==> src/dlsq_pkg.sv <==
// Shared types and defaults for the delta-list sleep queue.
package dlsq_pkg;

  // Default sizing
  localparam int unsigned DLSQ_MAX_SLEEPERS = 16;
  localparam int unsigned DLSQ_TIME_WIDTH   = 32;

  // Fixed field widths of the channel words
  localparam int unsigned THREAD_W  = 4;
  localparam int unsigned TIMEOUT_W = 32;

  typedef enum logic [1:0] {
    OP_INSERT = 2'd0,
    OP_TICK   = 2'd1,
    OP_REMOVE = 2'd2
  } opcode_e;

  typedef enum logic [1:0] {
    ST_OK       = 2'd0,
    ST_WOKEN    = 2'd1,
    ST_FULL     = 2'd2,
    ST_NOTFOUND = 2'd3
  } status_e;

  typedef struct packed {
    logic [1:0]           opcode;
    logic [THREAD_W-1:0]  thread_id;
    logic [TIMEOUT_W-1:0] timeout;
  } in_word_t;

  typedef struct packed {
    status_e             status;
    logic [THREAD_W-1:0] woken_id;
    logic                last;
  } out_word_t;

  // Requests from the sequencer to the free-slot list
  typedef struct packed {
    logic alloc;
    logic retire;
  } fl_cmd_t;

endpackage

==> src/dlsq_ram.sv <==
// Generic single-write, single-read RAM with registered read data.
module dlsq_ram #(
  parameter int unsigned WIDTH = 8,
  parameter int unsigned DEPTH = 16,
  parameter int unsigned AW    = (DEPTH > 1) ? $clog2(DEPTH) : 1
) (
  input  logic             clk_i,
  input  logic             we_i,
  input  logic [AW-1:0]    waddr_i,
  input  logic [WIDTH-1:0] wdata_i,
  input  logic             re_i,
  input  logic [AW-1:0]    raddr_i,
  output logic [WIDTH-1:0] rdata_o
);

  logic [WIDTH-1:0] mem_q [DEPTH];
  logic [WIDTH-1:0] rdata_q;

  // Write port and registered read port; read data holds without re_i
  always_ff @(posedge clk_i) begin
    if (we_i) begin
      mem_q[waddr_i] <= wdata_i;
    end
    if (re_i) begin
      rdata_q <= mem_q[raddr_i];
    end
  end

  assign rdata_o = rdata_q;

endmodule

==> src/dlsq_free_list.sv <==
// Free-slot list: a stack of released slots in RAM plus a counter that hands out never-used slots in order.
module dlsq_free_list import dlsq_pkg::*; #(
  parameter int unsigned MAX_SLEEPERS = DLSQ_MAX_SLEEPERS,
  parameter int unsigned SW = $clog2(MAX_SLEEPERS),
  parameter int unsigned CW = $clog2(MAX_SLEEPERS + 1)
) (
  input  logic          clk_i,
  input  logic          rst_ni,
  input  fl_cmd_t       cmd_i,
  input  logic [SW-1:0] release_slot_i,
  output logic [SW-1:0] alloc_slot_o
);

  logic [CW-1:0] stack_cnt_q, stack_cnt_d;
  logic [CW-1:0] fresh_q, fresh_d;
  logic          from_stack_q;
  logic [SW-1:0] fresh_slot_q;
  logic [CW-1:0] stack_top;
  logic          pop;
  logic [SW-1:0] stack_rdata;

  assign stack_top = stack_cnt_q - CW'(1);
  assign pop       = cmd_i.alloc && (stack_cnt_q != '0);

  // Count updates; alloc and release never coincide
  always_comb begin
    stack_cnt_d = stack_cnt_q;
    fresh_d     = fresh_q;
    if (pop) begin
      stack_cnt_d = stack_cnt_q - CW'(1);
    end else if (cmd_i.alloc) begin
      fresh_d = fresh_q + CW'(1);
    end
    if (cmd_i.retire) begin
      stack_cnt_d = stack_cnt_q + CW'(1);
    end
  end

  always_ff @(posedge clk_i or negedge rst_ni) begin
    if (!rst_ni) begin
      stack_cnt_q  <= '0;
      fresh_q      <= '0;
      from_stack_q <= 1'b0;
    end else begin
      stack_cnt_q <= stack_cnt_d;
      fresh_q     <= fresh_d;
      if (cmd_i.alloc) begin
        from_stack_q <= pop;
      end
    end
  end

  // Next never-used slot, captured on allocation
  always_ff @(posedge clk_i) begin
    if (cmd_i.alloc) begin
      fresh_slot_q <= fresh_q[SW-1:0];
    end
  end

  dlsq_ram #(
    .WIDTH (SW),
    .DEPTH (MAX_SLEEPERS),
    .AW    (SW)
  ) u_stack_ram (
    .clk_i   (clk_i),
    .we_i    (cmd_i.retire),
    .waddr_i (stack_cnt_q[SW-1:0]),
    .wdata_i (release_slot_i),
    .re_i    (pop),
    .raddr_i (stack_top[SW-1:0]),
    .rdata_o (stack_rdata)
  );

  // Slot is valid the cycle after the request
  assign alloc_slot_o = from_stack_q ? stack_rdata : fresh_slot_q;

`ifndef ASSERT_OFF
  a_alloc_room: assert property (@(posedge clk_i) disable iff (!rst_ni)
    cmd_i.alloc |-> (stack_cnt_q != '0) || (fresh_q < CW'(MAX_SLEEPERS)))
    else $error("slot allocated with no free slot");
  a_release_inuse: assert property (@(posedge clk_i) disable iff (!rst_ni)
    cmd_i.retire |-> (stack_cnt_q < fresh_q))
    else $error("slot released with no slot in use");
  a_no_overlap: assert property (@(posedge clk_i) disable iff (!rst_ni)
    !(cmd_i.alloc && cmd_i.retire))
    else $error("alloc and release in one cycle");
`endif

endmodule

==> src/delta_list_sleep_queue.sv <==
// Delta-list sleep queue: sequencer, entry RAM and output register.
//
// Input channel (in_valid_i / in_stall_o / in_data_i) takes one word per
// operation: insert a thread with a timeout, one timer tick, or remove a
// thread. Output channel (out_valid_o / out_stall_i / out_data_o) returns
// the results, the final one of each operation marked by last.
// Entries live in one RAM (thread, delta, link) with one read per cycle;
// released slots go onto a stack in a second RAM.
// Insert walks the list one entry per RAM read to find its place, then
// writes the new entry and, when it has a predecessor, that predecessor's
// link. Remove walks until the thread is found or the list ends; when
// found it moves the delta onto the successor and relinks the predecessor
// or the head. A tick counts the head down and wakes threads one word
// per cycle while the output register is free. A full queue, empty
// remove, empty tick or opcode 3 answer without a walk. One operation is
// in flight at a time and the next word is taken only once the final
// result has gone into the output register.
// Reset empties the queue at once; RAM contents need no clearing.
// A stalled result waits in the output register; the next word is still
// taken and worked on, and only its result step waits for the register.
module delta_list_sleep_queue import dlsq_pkg::*; #(
  parameter int unsigned MAX_SLEEPERS = DLSQ_MAX_SLEEPERS,
  parameter int unsigned TIME_WIDTH   = DLSQ_TIME_WIDTH
) (
  input  logic      clk_i,
  input  logic      rst_ni,
  input  logic      in_valid_i,
  output logic      in_stall_o,
  input  in_word_t  in_data_i,
  output logic      out_valid_o,
  input  logic      out_stall_i,
  output out_word_t out_data_o
);

  localparam int unsigned SW = $clog2(MAX_SLEEPERS);
  localparam int unsigned CW = $clog2(MAX_SLEEPERS + 1);
  localparam int unsigned TW = TIME_WIDTH;
  localparam int unsigned EW = THREAD_W + TW + SW;

  typedef enum logic [3:0] {
    S_IDLE, S_IALLOC, S_IWALK, S_INEW, S_IAPPEND, S_IPREV,
    S_RWALK, S_RNEXT, S_RLINK, S_THEAD, S_TNEXT, S_EMIT
  } state_e;

  state_e              state_q, state_d;
  logic [SW-1:0]       head_q, head_d;
  logic [CW-1:0]       occ_q, occ_d;
  logic [CW-1:0]       n_q, n_d;
  logic [SW-1:0]       cur_q, cur_d;
  logic [SW-1:0]       prev_q, prev_d;
  logic                have_prev_q, have_prev_d;
  logic [THREAD_W-1:0] prev_thread_q, prev_thread_d;
  logic [TW-1:0]       prev_delta_q, prev_delta_d;
  logic [SW-1:0]       slot_q, slot_d;
  logic [TW-1:0]       left_q, left_d;
  logic [THREAD_W-1:0] tid_q, tid_d;
  logic [SW-1:0]       nxt_q, nxt_d;
  logic                has_next_q, has_next_d;
  logic [TW-1:0]       cur_delta_q, cur_delta_d;
  out_word_t           res_q, res_d;
  logic                out_valid_q, out_valid_d;
  out_word_t           out_data_q, out_data_d;

  logic                ram_re, ram_we;
  logic [SW-1:0]       ram_raddr, ram_waddr;
  logic [EW-1:0]       ram_wdata, ram_rdata;
  logic [THREAD_W-1:0] rd_thread;
  logic [TW-1:0]       rd_delta;
  logic [SW-1:0]       rd_link;
  logic [TW-1:0]       tick_delta;
  logic [TW-1:0]       in_left;
  logic [SW-1:0]       new_link;
  logic                out_free;
  logic                last_step;
  fl_cmd_t             fl_cmd;
  logic [SW-1:0]       fl_rel_slot;
  logic [SW-1:0]       fl_slot;

  // Entry word fields
  assign rd_thread = ram_rdata[EW-1 -: THREAD_W];
  assign rd_delta  = ram_rdata[SW +: TW];
  assign rd_link   = ram_rdata[SW-1:0];

  assign tick_delta = (rd_delta == '0) ? '0 : rd_delta - TW'(1);
  assign in_left    = (TW'(in_data_i.timeout) == '0) ? TW'(1) : TW'(in_data_i.timeout);
  assign new_link   = has_next_q ? nxt_q : '0;
  assign out_free   = !out_valid_q || !out_stall_i;
  assign last_step  = (n_q + CW'(1)) == occ_q;
  assign in_stall_o = (state_q != S_IDLE);

  // Sequencer
  always_comb begin
    state_d       = state_q;
    head_d        = head_q;
    occ_d         = occ_q;
    n_d           = n_q;
    cur_d         = cur_q;
    prev_d        = prev_q;
    have_prev_d   = have_prev_q;
    prev_thread_d = prev_thread_q;
    prev_delta_d  = prev_delta_q;
    slot_d        = slot_q;
    left_d        = left_q;
    tid_d         = tid_q;
    nxt_d         = nxt_q;
    has_next_d    = has_next_q;
    cur_delta_d   = cur_delta_q;
    res_d         = res_q;
    out_valid_d   = out_valid_q && out_stall_i;
    out_data_d    = out_data_q;
    ram_re        = 1'b0;
    ram_raddr     = head_q;
    ram_we        = 1'b0;
    ram_waddr     = cur_q;
    ram_wdata     = ram_rdata;
    fl_cmd        = '0;
    fl_rel_slot   = cur_q;

    case (state_q)
      S_IDLE: begin
        if (in_valid_i) begin
          tid_d       = in_data_i.thread_id;
          n_d         = '0;
          have_prev_d = 1'b0;
          cur_d       = head_q;
          res_d       = '{status: ST_OK, woken_id: '0, last: 1'b1};
          case (in_data_i.opcode)
            OP_INSERT: begin
              if (occ_q == CW'(MAX_SLEEPERS)) begin
                res_d.status = ST_FULL;
                state_d      = S_EMIT;
              end else begin
                fl_cmd.alloc = 1'b1;
                left_d       = in_left;
                state_d      = S_IALLOC;
              end
            end
            OP_REMOVE: begin
              if (occ_q == '0) begin
                res_d.status = ST_NOTFOUND;
                state_d      = S_EMIT;
              end else begin
                ram_re  = 1'b1;
                state_d = S_RWALK;
              end
            end
            OP_TICK: begin
              if (occ_q == '0) begin
                state_d = S_EMIT;
              end else begin
                ram_re  = 1'b1;
                state_d = S_THEAD;
              end
            end
            default: begin
              state_d = S_EMIT;
            end
          endcase
        end
      end

      // Slot from the free list is ready; walk from the head, or append if the list is empty
      S_IALLOC: begin
        slot_d = fl_slot;
        if (occ_q == '0) begin
          state_d = S_IAPPEND;
        end else begin
          ram_re  = 1'b1;
          state_d = S_IWALK;
        end
      end

      // Read data is entry cur_q
      S_IWALK: begin
        if (left_q < rd_delta) begin
          ram_we    = 1'b1;
          ram_waddr = cur_q;
          ram_wdata = {rd_thread, rd_delta - left_q, rd_link};
          state_d   = S_INEW;
        end else begin
          left_d        = left_q - rd_delta;
          prev_d        = cur_q;
          prev_thread_d = rd_thread;
          prev_delta_d  = rd_delta;
          have_prev_d   = 1'b1;
          n_d           = n_q + CW'(1);
          if (last_step) begin
            state_d = S_IAPPEND;
          end else begin
            ram_re    = 1'b1;
            ram_raddr = rd_link;
            cur_d     = rd_link;
          end
        end
      end

      // New entry in front of cur_q
      S_INEW: begin
        ram_we    = 1'b1;
        ram_waddr = slot_q;
        ram_wdata = {tid_q, left_q, cur_q};
        occ_d     = occ_q + CW'(1);
        if (have_prev_q) begin
          state_d = S_IPREV;
        end else begin
          head_d  = slot_q;
          state_d = S_EMIT;
        end
      end

      // New entry at the tail
      S_IAPPEND: begin
        ram_we    = 1'b1;
        ram_waddr = slot_q;
        ram_wdata = {tid_q, left_q, {SW{1'b0}}};
        occ_d     = occ_q + CW'(1);
        if (have_prev_q) begin
          state_d = S_IPREV;
        end else begin
          head_d  = slot_q;
          state_d = S_EMIT;
        end
      end

      S_IPREV: begin
        ram_we    = 1'b1;
        ram_waddr = prev_q;
        ram_wdata = {prev_thread_q, prev_delta_q, slot_q};
        state_d   = S_EMIT;
      end

      // Remove: look for the thread nearest the head
      S_RWALK: begin
        if (rd_thread == tid_q) begin
          cur_delta_d   = rd_delta;
          has_next_d    = !last_step;
          nxt_d         = rd_link;
          fl_cmd.retire = 1'b1;
          fl_rel_slot   = cur_q;
          if (last_step) begin
            state_d = S_RLINK;
          end else begin
            ram_re    = 1'b1;
            ram_raddr = rd_link;
            state_d   = S_RNEXT;
          end
        end else if (last_step) begin
          res_d.status = ST_NOTFOUND;
          state_d      = S_EMIT;
        end else begin
          prev_d        = cur_q;
          prev_thread_d = rd_thread;
          prev_delta_d  = rd_delta;
          have_prev_d   = 1'b1;
          n_d           = n_q + CW'(1);
          ram_re        = 1'b1;
          ram_raddr     = rd_link;
          cur_d         = rd_link;
        end
      end

      // Successor takes over the removed delta
      S_RNEXT: begin
        ram_we    = 1'b1;
        ram_waddr = nxt_q;
        ram_wdata = {rd_thread, rd_delta + cur_delta_q, rd_link};
        state_d   = S_RLINK;
      end

      S_RLINK: begin
        occ_d = occ_q - CW'(1);
        if (have_prev_q) begin
          ram_we    = 1'b1;
          ram_waddr = prev_q;
          ram_wdata = {prev_thread_q, prev_delta_q, new_link};
        end else begin
          head_d = new_link;
        end
        state_d = S_EMIT;
      end

      // Tick: count the head down, wake it if it reaches zero
      S_THEAD: begin
        if (tick_delta != '0) begin
          ram_we    = 1'b1;
          ram_waddr = head_q;
          ram_wdata = {rd_thread, tick_delta, rd_link};
          state_d   = S_EMIT;
        end else begin
          tid_d         = rd_thread;
          fl_cmd.retire = 1'b1;
          fl_rel_slot   = head_q;
          occ_d         = occ_q - CW'(1);
          if (occ_q > CW'(1)) begin
            head_d    = rd_link;
            ram_re    = 1'b1;
            ram_raddr = rd_link;
            state_d   = S_TNEXT;
          end else begin
            head_d  = '0;
            res_d   = '{status: ST_WOKEN, woken_id: rd_thread, last: 1'b1};
            state_d = S_EMIT;
          end
        end
      end

      // Pending woken thread in tid_q; read data is the new head
      S_TNEXT: begin
        if (out_free) begin
          out_valid_d = 1'b1;
          out_data_d  = '{status: ST_WOKEN, woken_id: tid_q, last: (rd_delta != '0)};
          if (rd_delta == '0) begin
            tid_d         = rd_thread;
            fl_cmd.retire = 1'b1;
            fl_rel_slot   = head_q;
            occ_d         = occ_q - CW'(1);
            if (occ_q > CW'(1)) begin
              head_d    = rd_link;
              ram_re    = 1'b1;
              ram_raddr = rd_link;
            end else begin
              head_d  = '0;
              res_d   = '{status: ST_WOKEN, woken_id: rd_thread, last: 1'b1};
              state_d = S_EMIT;
            end
          end else begin
            state_d = S_IDLE;
          end
        end
      end

      S_EMIT: begin
        if (out_free) begin
          out_valid_d = 1'b1;
          out_data_d  = res_q;
          state_d     = S_IDLE;
        end
      end

      default: begin
        state_d = S_IDLE;
      end
    endcase
  end

  // Control state and registered outputs
  always_ff @(posedge clk_i or negedge rst_ni) begin
    if (!rst_ni) begin
      state_q     <= S_IDLE;
      head_q      <= '0;
      occ_q       <= '0;
      out_valid_q <= 1'b0;
    end else begin
      state_q     <= state_d;
      head_q      <= head_d;
      occ_q       <= occ_d;
      out_valid_q <= out_valid_d;
    end
  end

  // Walk registers and payload
  always_ff @(posedge clk_i) begin
    n_q           <= n_d;
    cur_q         <= cur_d;
    prev_q        <= prev_d;
    have_prev_q   <= have_prev_d;
    prev_thread_q <= prev_thread_d;
    prev_delta_q  <= prev_delta_d;
    slot_q        <= slot_d;
    left_q        <= left_d;
    tid_q         <= tid_d;
    nxt_q         <= nxt_d;
    has_next_q    <= has_next_d;
    cur_delta_q   <= cur_delta_d;
    res_q         <= res_d;
    out_data_q    <= out_data_d;
  end

  dlsq_ram #(
    .WIDTH (EW),
    .DEPTH (MAX_SLEEPERS),
    .AW    (SW)
  ) u_entry_ram (
    .clk_i   (clk_i),
    .we_i    (ram_we),
    .waddr_i (ram_waddr),
    .wdata_i (ram_wdata),
    .re_i    (ram_re),
    .raddr_i (ram_raddr),
    .rdata_o (ram_rdata)
  );

  dlsq_free_list #(
    .MAX_SLEEPERS (MAX_SLEEPERS),
    .SW           (SW),
    .CW           (CW)
  ) u_free_list (
    .clk_i          (clk_i),
    .rst_ni         (rst_ni),
    .cmd_i          (fl_cmd),
    .release_slot_i (fl_rel_slot),
    .alloc_slot_o   (fl_slot)
  );

  assign out_valid_o = out_valid_q;
  assign out_data_o  = out_data_q;

`ifndef ASSERT_OFF
  a_occ_bound: assert property (@(posedge clk_i) disable iff (!rst_ni)
    occ_q <= CW'(MAX_SLEEPERS))
    else $error("occupancy above capacity");
  a_walk_in_list: assert property (@(posedge clk_i) disable iff (!rst_ni)
    (state_q == S_IWALK || state_q == S_RWALK) |-> (n_q < occ_q))
    else $error("walk went past the end of the list");
  a_plain_is_last: assert property (@(posedge clk_i) disable iff (!rst_ni)
    (out_valid_o && out_data_o.status != ST_WOKEN) |-> out_data_o.last)
    else $error("non-wake result without last");
`endif

endmodule
==> config.mk <==
export PLATFORM = sky130hd
export DESIGN_NAME = delta_list_sleep_queue
export DESIGN_NICKNAME = d
export VERILOG_FILES = /design/src/dlsq_pkg.sv /design/src/dlsq_ram.sv /design/src/dlsq_free_list.sv /design/src/delta_list_sleep_queue.sv
export SDC_FILE = /design/constraint.sdc
export NUM_CORES = 2
export LEC_CHECK = 0
export ABC_AREA = 1
export BUFFER_PORTS_ARGS = -buffer_cell sky130_fd_sc_hd__buf_2
export CAP_MARGIN = 20
export CORE_MARGIN = 3
export CORE_UTILIZATION = 40
export DETAILED_ROUTE_END_ITERATION = 8
export PLACE_DENSITY_LB_ADDON = 0.12
export SLEW_MARGIN = 5
export SYNTH_ARGS = -nofsm -noshare
export SYNTH_HDL_FRONTEND = slang
export SYNTH_SLANG_ARGS = --single-unit
==> constraint.sdc <==
create_clock -name clk_i -period 6.9 [get_ports clk_i]
set_input_delay 2.07 -clock clk_i [delete_from_list [all_inputs] [get_ports clk_i]]
set_output_delay 2.07 -clock clk_i [all_outputs]
set_load 0.01 [all_outputs]
==> impl_metrics.toml <==
[detailed_routing]
route.detailed.drc = 0
wl_per_cell_um = 23.97
met3_length_um = 10340
firstDrtPassIters = 6
via_count = 36630
avgViaCountPerCell = 5.515
routed_wl_um = 159200
wl_met1_um = 75390
ant_nets = 0
drtIter0Drc = 3936
top_layer = "met4"
met2_length_um = 69240

[critical_path]
reg2reg_from = "u_entry_ram.rdata_o[5]"
worstSetupStartpoint = "u_entry_ram.rdata_o[5]"
arrival_ps = 6400
cp.required_ps = 7220
cp-start-kind = "flop"
path_class = "flop to flop"
path_max_fanout = 40
endpoint_kind = "flop"

[yosys]
ys_seq_area_share_pct = 57.70
async_flop_share_pct = 2.617
syn_avg_cell_area_um2 = 9.534
syn_area_mm2 = 0.04752
synth_top_cell_by_area = "edfxtp_1"
synth_cell_types = 60
syn_nets = 5139
synth_edf_count = 893
ys_seq_elements = 917
ys_top_cells_by_area = "edfxtp_1, nand3_1, nand2_1, inv_1, ha_1"
synthFlopType = "edfxtp_1"
synthCells = 4984
yosysTopAreaCellShare_pct = 56.43
ys_warn_count = 0

[clocking]
cts_hold_buf = 0
cts_tree = "built"
htreeDepth = 3
ctsResizeCount = 0
numCtsBuffers = 104
clkTransAtPathRegs_ps = 60
cts_setup_buffers = 0
ctsRootBufferMaster = "clkbuf_16"
numClockSinks = 917
cts_buffer_depth = 3
clock_latency_ps = 750

[sta]
rsz0062_at_grt = "false"
hold_viol_final = 0
fmax_ghz = 0.1644
post-route-min-period_ps = 6082
setup_violations = 0
post-route-period-util_pct = 88.14
finalClockSkew_ps = 59.40
max-slew-margin-rel_pct = 25.98
worstMarginPinSlew_ps = 1110
hold_slack_ps = 459.9
slew_violations = 0
finalSetupTns_ps = 0

[finish]
drive_above_1_share_pct = 8.245
multi_input_area_mm2 = 0.01641
syn_to_final_growth_pct = 11.89
nFillCells = 11260
mostFrequentLayoutCells = "nand2_1, edfxtp_1, nand3_1"
utilization_pct = 45.45
finalInstanceArea_mm2 = 0.05317
layout.nets = 5191
insertedDiodeCount = 0
layout_commonest_cell = "nand2_1"
seq_area_mm2 = 0.02742

[grt]
grt_start_max_net_pins = 187
track_usage_pct = 25.61
grt_pass1_vias = 34740
grt_first_pass_wirelength_um = 233500
grt-ovfl-total = 0
antenna_found_initial = 4

[placement]
io_buffers = 50
routabilityCongestion = 0.9835
placed_cell_area_mm2 = 0.04975
post-dp-hpwl_um = 102900

[job]
drv_cap = 0

[floorplan]
die_x_um = 350.7
core_mm2 = 0.1170
dieHeight_um = 350.7
row_count = 125
start_util_pct = 40.62
ios = 51
dieArea_mm2 = 0.1230

[min_path]
hold_class = "flop to flop"
hp-start = "u_entry_ram.rdata_o[37]"

[run_status]
status = "completed"
[final cells by class]
type	instances	share of cell area, %
Inverter	692	4.892
Clock buffer	135	5.210
Clock inverter	53	1.181
Timing Repair Buffer	179	2.702
Sequential cell	917	51.56
Multi-Input combinational cell	3142	30.86
Tap cell	1524	3.586
[state kept, by name, indices dropped and copies added (netlist names), 5 cells and up]
name / cells
cur_delta_q: 32
u_entry_ram.rdata_o: 40
out_data_o: 7
u_free_list.stack_cnt_q: 5
n_q: 5
u_entry_ram.mem_q: 640
prev_delta_q: 32
u_free_list.u_stack_ram.mem_q: 64
left_q: 32
res_q: 7
occ_q: 5
[final timing paths]
kind	to	slack (ps)	cells past startpoint
min in group asynchronous	u_free_list.fresh_q[3]	1370	1
worst max-delay path	u_entry_ram.mem_q[9][25]	820	18
worst min-delay path	prev_thread_q[1]	460	0
worst max register to register	u_entry_ram.mem_q[9][25]	820	18
worst min register to register	prev_thread_q[1]	460	0
max in group asynchronous	state_q[3]	5110	1
[per-stage QoR]
stage	setup slack, ps	std cells
after floorplan	1010	4984
after global routing	539.3	6642
after detailed placement	943.8	6453
final	818.3	6642
after CTS	876.9	6641
after global placement	414.3	6452
[cell usage after synthesis, types with 60 or more instances]
master / number
a21oi_1: 168
buf_2: 79
clkbuf_1: 90
edfxtp_1: 893
ha_1: 110
inv_1: 676
nand2_1: 991
nand3_1: 819
nand3b_1: 70
nor2_1: 355
o21ai_0: 221
xor2_1: 60
[worst max-delay path: stages (launching register included)]
cell,delay (ps)
edfxtp_1,640
inv_1,340
ha_1,250
nand2_1,200
nor2_1,370
nand2_1,200
nor2_1,150
nand2_1,60
nand3_1,180
nand2_1,90
nor2_1,100
nand2_1,100
nor2_4,210
nand2_2,220
nand2_1,460
nand4_1,920
nand3_1,690
nor2_4,30
buf_4,370
[layer usage]
| layer | track usage [%] | vias to the layer above |
|---|---|---|
| met3 | 3.476 | 244 |
| met4 | 7.238 | 0 |
| met5 | 0 | - |
| met2 | 38.72 | 1291 |
| li1 | - | 17190 |
| met1 | 38.41 | 17910 |
[logic make-up after synthesis]
family / synth area share, %
AO/OA/AOI/OAI: 7.670
XOR/XNOR: 1.345
adder cells (fa/ha/maj): 3.023
AND/OR/NAND/NOR: 21.94
buffers and inverters: 8.173
flip-flops: 57.70
multiplexers: 0.1501
Power is not shown: default switching activity piles up to over one toggle a cycle in this logic, so the estimate is an artifact.
